### src/sv/isx_pkg.sv
// isx_pkg: shared types, constants and mask helpers for the independent set expansion unit
// no dependencies; used by every module of the block
package isx_pkg;

   localparam int ROW_W = 64;   // adjacency row and mask width
   localparam int IDX_W = 6;    // node index width
   localparam int CNT_W = 7;    // node count width

   typedef enum logic [1:0] {
      OP_WRITE_ROW = 2'd0,
      OP_SEED      = 2'd1,
      OP_EXPAND    = 2'd2
   } opcode_type;

   // one cycle's access to the row memory
   typedef struct packed {
      logic             wr_en;
      logic [IDX_W-1:0] wr_addr;
      logic [ROW_W-1:0] wr_data;
      logic             rd_en;
      logic [IDX_W-1:0] rd_addr;
   } mem_req_type;

   // ones on the node bits below the count
   function automatic logic [ROW_W-1:0] limit_mask(input logic [CNT_W-1:0] count);
      logic [ROW_W-1:0] mask;
      if (count >= CNT_W'(ROW_W)) begin
         mask = '1;
      end else begin
         mask = (ROW_W'(1) << count) - ROW_W'(1);
      end
      return mask;
   endfunction

   // ones on the node bits strictly above the node
   function automatic logic [ROW_W-1:0] above_mask(input logic [IDX_W-1:0] node);
      logic [CNT_W-1:0] amount;
      amount = {1'b0, node} + CNT_W'(1);
      return ({ROW_W{1'b1}}) << amount;
   endfunction

endpackage

### src/sv/isx_row_mem.sv
// isx_row_mem: adjacency row store, one write and one read port, registered read data
// depends on isx_pkg for the access struct and widths
module isx_row_mem #(
   parameter int DEPTH = 64
) (
   input  logic                          clock,
   input  isx_pkg::mem_req_type          mem_req,
   output logic [isx_pkg::ROW_W-1:0]     rd_data
);

   localparam int AW = (DEPTH > 1) ? $clog2(DEPTH) : 1;

   logic [isx_pkg::ROW_W-1:0] rows [DEPTH];
   logic [isx_pkg::ROW_W-1:0] rd_data_ff;

   always_ff @(posedge clock) begin
      if (mem_req.wr_en) begin
         rows[mem_req.wr_addr[AW-1:0]] <= mem_req.wr_data;
      end
   end

   // read data holds until the next read is issued
   always_ff @(posedge clock) begin
      if (mem_req.rd_en) begin
         rd_data_ff <= rows[mem_req.rd_addr[AW-1:0]];
      end
   end

   assign rd_data = rd_data_ff;

endmodule

### config.mk
export PLATFORM = sky130hd
export DESIGN_NAME = isx_row_mem
export DESIGN_NICKNAME = d
export VERILOG_FILES = /design/src/sv/isx_pkg.sv /design/src/sv/isx_row_mem.sv
export SDC_FILE = /design/constraint.sdc
export NUM_CORES = 2
export LEC_CHECK = 0
export BUFFER_PORTS_ARGS = -buffer_cell sky130_fd_sc_hd__buf_2
export CAP_MARGIN = 20
export CORE_MARGIN = 4
export CORE_UTILIZATION = 60
export DETAILED_ROUTE_END_ITERATION = 7
export MAX_ROUTING_LAYER = met4
export PLACE_DENSITY_LB_ADDON = 0.08
export SYNTH_ARGS = -nofsm -noshare
export SYNTH_HDL_FRONTEND = slang
export SYNTH_SLANG_ARGS = --single-unit
### constraint.sdc
create_clock -name clock -period 7 [get_ports clock]
set_clock_uncertainty 0.2 [all_clocks]
set_input_delay 0.35 -clock clock [delete_from_list [all_inputs] [get_ports clock]]
set_output_delay 0.35 -clock clock [all_outputs]
set_load 0.05 [all_outputs]
# Word level (Yosys, flattened, before mapping)
# Memories as Yosys holds them, arrays and structs flattened. A register that Yosys moved wholly into a read port is not among the register bits.
# Index checks and enable logic that the tools add are counted.
totals:
  register_bits: 0
  mem_bits_rw: 4096
  in_bits: 79
  out_inout_bits: 64
  memories: 1
mem_list:
  columns: ["memory", "words", "width", "read_ports", "rd_ports_with_merged_regs", "write_ports", "line", "rtl"]
  rows:
  - ["rows", 64, 64, 1, 1, 1, "isx_row_mem.sv:13", "logic [isx_pkg::ROW_W-1:0] rows [DEPTH];"]
classes:
  muxes: 2
ops:
  columns: ["op", "n"]
  rows:
  - ["$mux W1", 2]

# Depth between registers and ports, before layout
logic_depth:
  depth_word: 2
  ltp_mapped: 9

# Least setup slack after synthesis
# OpenSTA, ideal clock, no wires.
synth_path:
  kind: "input to register"
  start: "in mem_req[74] in the netlist's numbering"
  end: "mem rows[48][0] in the netlist's numbering, enable pin"
  setup_time_ns: 0.564
  arrival_time_ns: 5.222
  required_time_ns: 6.236
  setup_slack_ns: 1.014
  path_stages: 4
  path_buffers: 1
  cell_sequence: "clkbuf_1 > nor2b_1 > nand4b_1 > nor3_1"
synth_rtl:
  columns: ["item", "line", "rtl"]
  rows:
  - ["start: declaration", "isx_row_mem.sv:7", "input isx_pkg::mem_req_type mem_req,"]
  - ["end: declaration", "isx_row_mem.sv:13", null]
# No word-level cell before the write port.

# Worst setup path after layout
layout_path:
  start: "in mem_req[73] in the netlist's numbering"
  end: "mem rows[12][40] in the netlist's numbering, enable pin"
# No word-level cell before the write port.

==> impl_metrics.tcl <==
set metrics [dict create \
    outcome "completed" \
    num_rows 187 \
    cts_hold_repair.buffers 49 \
    synth.distinct_cells 32 \
    drc 0 \
    synth_edf_count 4160 \
    clock_latency_ps 930 \
    yosysSeqAreaShare_pct 79.57 \
    path_cells "dlygate4sd3_1 > buf_2 > nor2b_1 > nand2_1 > nor2_4 > buf_4" \
    cp_num_buf_inv 3 \
    synthTopCellsByArea "edfxtp_1 80%, mux4_2 15%, mux2i_1 0.86%" \
    setup_viol 0 \
    start_kind "primary input" \
    gp_congestion 0.8068 \
    grt_pass1_wl_um 604000 \
    critPathMaxFanout 46 \
    core_mm2 0.2599 \
    maxSlewHeadroom_pct 18.05 \
    syn_to_final_growth_pct 12.76 \
    slowest_stage "buf_4" \
    fin_crit_ps 3594 \
    htree_levels 5 \
    io_pins 143 \
    syn_area_mm2 0.1570 \
    dr_total_vias 77430 \
    grtUsageTotal_pct 33.20 \
    maxSlewViolCount 0 \
    port_buffers 142 \
    ys_warn_count 0 \
    post_cts_buffers 0 \
    routed_wl_um 433400 \
    criticalPathCategory "in2reg" \
    first_pass_iters 5 \
    viasPerCell 7.075 \
    clkTransAtPathRegs_ps 60 \
    rsz0062_at_grt "no" \
    synth_cells 6598 \
    period_share_pct 51.34 \
    hold_violations 0 \
    timing.hold.ws_ps 42.73 \
    utilization_pct 68.10 \
    drive_gt1_share_pct 28.02 \
    postRouteAntennaNets 0 \
    grt_max_degree 124 \
    syn_nets 6677 \
    die_h_um 519.5 \
    grt_pass1_vias 76460 \
    syn_area_per_cell_um2 23.79 \
    cts.sinks 4160 \
    synth_ff_type "edfxtp_1" \
    wire_per_inst_um 39.61 \
    max_stage_delay_ps 960 \
    start_util_pct 60.39 \
    synth_common_cells "4160 x edfxtp_1, 1024 x mux4_2, 170 x buf_2" \
    yosys.area.top_type "edfxtp_1" \
    grt_overflow 0 \
    synthArstFlopShare_pct 0 \
    peakVddDrop_uv 238.4 \
    synth_most_common_cell "edfxtp_1" \
    required_ps 7280 \
    hold_class "in2reg" \
    dp_hpwl_um 225300 \
    postCtsResizedCells 0 \
    fmax_mhz 278.3 \
    drt_first_iter_violations 11810 \
    cts_tree "built" \
    antenna_found_initial 26 \
    worstMarginPinSlew_ps 1229 \
    max_cap_viol_count 0 \
    crit_path_end_kind "register" \
    cts.path.max_buffers 4 \
    worstPathArrival_ps 3880 \
    power_density_mw_per_mm2 290.7 \
    cts_made_buffers 411 \
    die_x_um 519.5 \
    synth_top_area_share_pct 79.57 \
    cts-root-buf "clkbuf_16" \
    cpLargestDelayFamily "buffers and inverters" \
    ys_ff_latch 4160 \
    p_leak_nw 55.34 \
    tns_ps 0 \
    nets 7175 \
    die_area_mm2 0.2699 \
]
-- through the flow --
stage	setup WS (ps)	power, mW	area, um2	cells
final	3406	51.45	177000	10940
after global routing	3424	52.94	177000	10940
after CTS	3455	51.63	176300	10880
after detailed placement	2954	30.69	162900	10090
after global placement	2921	30.63	162800	10080
after floorplan	1014	29.63	157000	6598
-- layout by cell type (no fill, tap or decap), types with 56 or more instances in the layout --
cell           instances
clkbuf_16            419
clkinv_2              84
buf_4                191
clkbuf_1              76
and3_1                64
a211oi_1              63
o22ai_1               83
nor2_4                65
a22oi_1              168
mux2i_1              135
buf_2                138
mux4_2              1024
dlygate4sd3_1         66
a22o_1                88
buf_12                56
clkinv_1             111
edfxtp_1            4160
-- logic make-up after synthesis --
logic type | after synthesis | share of synthesized area, %
compound gates | 504 | 2.467
flops | 4160 | 79.57
mux | 1159 | 15.55
simple gates | 386 | 1.235
buf+inv | 389 | 1.176
-- layout make-up --
type / instances / area [um2]
fillers: 15950 / 82920
inverters: 19 / 71.32
well taps: 3496 / 4374
multi-input cells: 2049 / 30780
diodes: 17 / 42.54
clock buffers: 495 / 10770
flip-flops and latches: 4160 / 124900
clock inverters: 253 / 2072
repair buffers: 455 / 3991
-- per-layer routing --
metal  wire length, um  GRT usage (%)  vias up
met3             46970          5.481      775
li1                  -              -    29590
met1            162700          47.79    41930
met4             14570          10.22        0
met5                 0              -        -
met2            209200          50.20     5137
-- where the power goes --
part           internal [mW]  switching (mW)  total [mW]
clock network           12.1            9.14        21.2
logic                  0.892            1.61        2.50
registers               27.6          0.0911        27.7
total                   40.6            10.8        51.5
-- worst paths after layout --
path / slack [ps] / start / cells past startpoint / endpoint
max: 3410 / mem_req[73] / 6 / rows[12][40]
min: 40 / mem_req[49] / 1 / rows[39][42]
max reg2reg: 4300 / rows[13][18] / 5 / rd_data[18]
min reg2reg: 720 / rows[54][10] / 4 / rd_data[10]
-- flip-flops by register name, summed over array words and instances (netlist names) --
| signal | cells |
|---|---|
| rd_data | 64 |
| rows | 4096 |
Note: power is estimated with default switching activity, not from simulation.
