File: config.mk
export PLATFORM = sky130hd
export DESIGN_NAME = isx_pick
export DESIGN_NICKNAME = d
export VERILOG_FILES = /design/src/sv/isx_pkg.sv /design/src/sv/isx_pick.sv
export SDC_FILE = /design/constraint.sdc
export NUM_CORES = 1
export LEC_CHECK = 0
export BUFFER_PORTS_ARGS = -buffer_cell sky130_fd_sc_hd__buf_2
export CELL_PAD_IN_SITES_DETAIL_PLACEMENT = 0
export CELL_PAD_IN_SITES_GLOBAL_PLACEMENT = 1
export CORE_UTILIZATION = 30
export DETAILED_ROUTE_END_ITERATION = 12
export PLACE_DENSITY_LB_ADDON = 0.1
export SYNTH_ARGS = -nofsm -noshare
export SYNTH_HDL_FRONTEND = slang
export SYNTH_SLANG_ARGS = --single-unit
export TNS_END_PERCENT = 30
File: constraint.sdc
create_clock -name vclk -period 8.21
set_clock_uncertainty 0.1 [all_clocks]
set_input_delay 1.642 -clock vclk [all_inputs]
set_output_delay 1.642 -clock vclk [all_outputs]
set_load 0.02 [all_outputs]
File: src/sv/isx_pkg.sv
// isx_pkg: shared types, constants and mask helpers for the independent set expansion unit
// no dependencies; used by every module of the block
package isx_pkg;

   localparam int ROW_W = 64;   // adjacency row and mask width
   localparam int IDX_W = 6;    // node index width
   localparam int CNT_W = 7;    // node count width

   typedef enum logic [1:0] {
      OP_WRITE_ROW = 2'd0,
      OP_SEED      = 2'd1,
      OP_EXPAND    = 2'd2
   } opcode_type;

   // one cycle's access to the row memory
   typedef struct packed {
      logic             wr_en;
      logic [IDX_W-1:0] wr_addr;
      logic [ROW_W-1:0] wr_data;
      logic             rd_en;
      logic [IDX_W-1:0] rd_addr;
   } mem_req_type;

   // ones on the node bits below the count
   function automatic logic [ROW_W-1:0] limit_mask(input logic [CNT_W-1:0] count);
      logic [ROW_W-1:0] mask;
      if (count >= CNT_W'(ROW_W)) begin
         mask = '1;
      end else begin
         mask = (ROW_W'(1) << count) - ROW_W'(1);
      end
      return mask;
   endfunction

   // ones on the node bits strictly above the node
   function automatic logic [ROW_W-1:0] above_mask(input logic [IDX_W-1:0] node);
      logic [CNT_W-1:0] amount;
      amount = {1'b0, node} + CNT_W'(1);
      return ({ROW_W{1'b1}}) << amount;
   endfunction

endpackage

File: src/sv/isx_pick.sv
// isx_pick: picks the lowest pending candidate and the pending mask without it
// depends on isx_pkg for widths
module isx_pick (
   input  logic [isx_pkg::ROW_W-1:0] work,
   output logic [isx_pkg::IDX_W-1:0] pick_idx,
   output logic [isx_pkg::ROW_W-1:0] work_rest
);

   logic [isx_pkg::ROW_W-1:0] lowest;

   // isolate the lowest set bit
   assign lowest    = work & (~work + isx_pkg::ROW_W'(1));
   assign work_rest = work & ~lowest;

   // one-hot to binary, each position independent
   always_comb begin
      pick_idx = '0;
      for (int i = 0; i < isx_pkg::ROW_W; i++) begin
         if (lowest[i]) begin
            pick_idx = pick_idx | isx_pkg::IDX_W'(i);
         end
      end
   end

endmodule

==> Word-level counts from Yosys, hierarchy flattened <==
Index checks and enable logic that the tools add are counted.
{ "totals": {"register_bits": 0, "input_bits": 64, "output_inout_bits": 70, "elab_cells": 68} }
{ "op_classes": {"addsub": 1, "n_mux": 63, "bitwise_logic": 4} }
{ "op_table": {"columns": ["cell", "count"], "rows": [
  ["$mux 6", 32],
  ["$and 64x64->64", 2],
  ["$not 64->64", 2],
  ["$mux 5", 16],
  ["$add 64x1->64 const B", 1],
  ["$mux 4", 8],
  ["$mux 3", 4],
  ["$mux 2", 2],
  ["$mux 1", 1]
]} }

==> Depth between registers and ports, before layout <==
{ "depth": {"ltp_word": 66, "ltp_mapped": 9, "ltp_nobuf": 7} }

==> Least setup slack after synthesis <==
Ideal clock, no wire load.
{ "synth_timing": {"path_type": "input-to-output", "startpoint": "input port work[39] in the netlist's numbering", "endpoint": "output port pick_idx[3] in the netlist's numbering", "t_arrival_ps": 3739, "path_slack_ps": 2729, "stages": 8, "cell_sequence": "or4_4 or4_4 buf_6 nor4_4 nand2_2 o31ai_2 a2111oi_1 nand4_1"} }
{ "synth_between": {"elab_chain_cells": 27} }
{ "synth_rtl": {"columns": ["item", "line", "source"], "rows": [
  ["start: declaration", "isx_pick.sv:4", "input logic [isx_pkg::ROW_W-1:0] work,"],
  ["$not 64->64 (*)", "isx_pick.sv:12", "assign lowest = work & (~work + isx_pkg::ROW_W'(1));"],
  ["$add 64x1->64 (*)", "isx_pick.sv:12", null],
  ["$and 64x64->64 (*)", "isx_pick.sv:12", null],
  ["$mux 6 (23 in a row)", "isx_pick.sv:19", "if (lowest[i]) begin"],
  ["$mux 6 (*)", "isx_pick.sv:19", null],
  ["end: declaration", "isx_pick.sv:5", "output logic [isx_pkg::IDX_W-1:0] pick_idx,"]
]} }
Mark *: on every way between the ends. The rest lies on a longest branch, timed or not.

==> Worst setup path in the final report <==
{ "layout_timing": {"startpoint": "input port work[19] in the netlist's numbering", "endpoint": "output port pick_idx[5] in the netlist's numbering"} }
{ "layout_between": {"elab_chain_cells": 35} }
{ "layout_rtl": {"columns": ["item", "line"], "rows": [
  ["$not 64->64 (*)", "isx_pick.sv:12"],
  ["$add 64x1->64 (*)", "isx_pick.sv:12"],
  ["$and 64x64->64 (*)", "isx_pick.sv:12"],
  ["$mux 6 (31 in a row)", "isx_pick.sv:19"],
  ["$mux 6 (*)", "isx_pick.sv:19"]
]} }
Marks and branches as above.

==> metrics <==
chip width 83.6 um; fin crit share 82.0%; final setup fails 0; first-pass GRT wire length 14700 um; hold path cells 4; DRT iter0 DRCs 156; Avg Cell Area, Syn 6.17 sq um; Pleak 1.15 nW; Crit path arrival time 4990 ps; crit path kind in2out; DR WL/cell 17.7 um; RSZ-0062 raised after global routing false; PwrDens 40.8 mW/mm^2; remaining global-route overflow 0; Final Power 0.110 mW; post-synthesis cell type count 60; Synth Instances 324; final net count 517; fin crit period 6730 ps; I/O Pins 134; DRC errors left 0; maximum vdd drop 0.0216 mV; fin area 0.00270 sq mm; Hold Crit Start work[63]; Routed Antenna Nets 0; Initial Util 31.3%; row count 29; status finished clean; Crit path required time 6470 ps; syn_nets 388; Max Cap Violations 0; Syn-to-layout area delta 35.1%; clock buffers 0; sequential cells 0; hold_buf cts 0; share of layout cells above drive strength 1 35.0%; Final Hold Viols 0; initial antenna violation count 0; core box area 0.00639 sq mm; All-Layer GR Usage 25.2%; Routed WL 9360 um; endpoint type of the worst setup path primary output; Synth top area share 7.89%; Fmax 149 MHz; Post-CTS Setup Bufs 0; cts repair resizes 0; 1st-pass router iterations 5; Vias per Instance 5.97; vias in the first global route 2776; Slew Limit Fails 0; Synth warnings 0; Worst Tran Pin Value 1100 ps; Hold/Removal Path Class in2out; max_slew headroom 26.2%; post-placement cell area 0.00270 sq mm; antenna cells 0; Port Buffers 133; DIE AREA 0.00699 sq mm; die height 83.6 um; FF+latch area 0 sq um; HPWL Detailed 7950 um; routed vias 3150; CP startpoint kind input pin; Synth area leaders nor2_1, a21boi_0, nor4_1; register area share after synthesis 0%; CP max FO 13; Syn Std Cell Area 0.00200 sq mm; largest net degree at the start of global routing 14; Hold Crit Endpoint work_rest[63]; Yosys top cell by area nor2_1; setup tns final 0 ps; GPL Wtd Cong 0.938
==> stage by stage <==
step / util (%) / hold WS, ps / std cells / setup WS [ps]
2_1_floorplan: - / 3310 / 324 / 2730
3_3_place_gp: 42.3 / 3520 / 528 / 1660
3_5_place_dp: 42.3 / 3530 / 528 / 1490
4_1_cts: 42.3 / 3530 / 528 / 1500
5_1_grt: 42.3 / 3540 / 528 / 1160
6_report: 42.3 / 3520 / 528 / 1480
==> layout by cell type, fill, tap and decap left out, types with 7 or more instances in the layout <==
cell type,netlist,final
buf_2,0,133
or4_1,7,7
nand4_1,12,12
nor2_1,42,42
inv_1,16,16
o21a_1,7,7
a21boi_0,18,18
a31oi_1,7,7
nor3_1,23,23
a21oi_1,20,20
and2_1,14,14
nand2_1,24,24
nor4_1,21,21
nor2b_1,8,8
nand3_1,17,17
==> power breakdown <==
group          switching, mW  total [mW]  internal, mW
logic                 0.0712       0.110        0.0390
clock network              0           0             0
registers                  0           0             0
total                 0.0712       0.110        0.0390
==> cell usage after synthesis, drive strengths merged, types with 2 or more instances <==
cell,number
a2111oi,4
a21boi,19
a21oi,20
a311oi,4
a31o,2
a31oi,7
a32oi,2
and2,17
and3,6
buf,4
inv,16
nand2,25
nand2b,3
nand3,17
nand3b,2
nand4,13
nand4b,2
nor2,42
nor2b,8
nor3,26
nor3b,2
nor4,25
nor4b,3
o21a,7
o21ai,3
o21bai,3
o22a,2
o22ai,2
o31a,6
or2,2
or3,5
or4,11
==> per-layer routing <==
metal	global-route usage (%)	share of wire (%)	up-vias
li1	-	-	1537
met1	36.8	45	1460
met2	42.5	47	147
met3	1.38	6.8	6
met4	1.23	0.57	0
met5	0	0	-
==> layout make-up <==
class | instances | area, sq um
Fill cell | 724 | 3690
Inverter | 16 | 60.1
Multi-Input combinational cell | 301 | 1870
Tap cell | 77 | 96.3
Timing Repair Buffer | 134 | 673
==> worst max-delay path by stage <==
stage	start	end	slack, ps	depth (start not counted)
final	work[19]	pick_idx[5]	1480	9
after global routing	work[9]	pick_idx[3]	1160	9
after CTS	work[19]	pick_idx[5]	1500	9
after detailed placement	work[19]	pick_idx[5]	1490	9
after global placement	work[19]	pick_idx[4]	1660	9
after floorplan	work[39]	pick_idx[3]	2730	8
==> critical path: stages <==
cell,delay [ps]
buf_2,120
nor3_1,550
nand4_1,640
nor3_1,1080
nand4_1,310
o31ai_2,180
a2111oi_1,110
nand4_1,170
buf_2,180
==> logic make-up (layout without fill, tap and decap cells) <==
logic type	count (synthesis)	in the layout	share of synthesized area [%]
simple gates	211	211	61.2
compound gates	89	89	32.2
other cells	1	1	0.188
buf+inv	23	150	6.45
(Power assumes the default switching activity.)
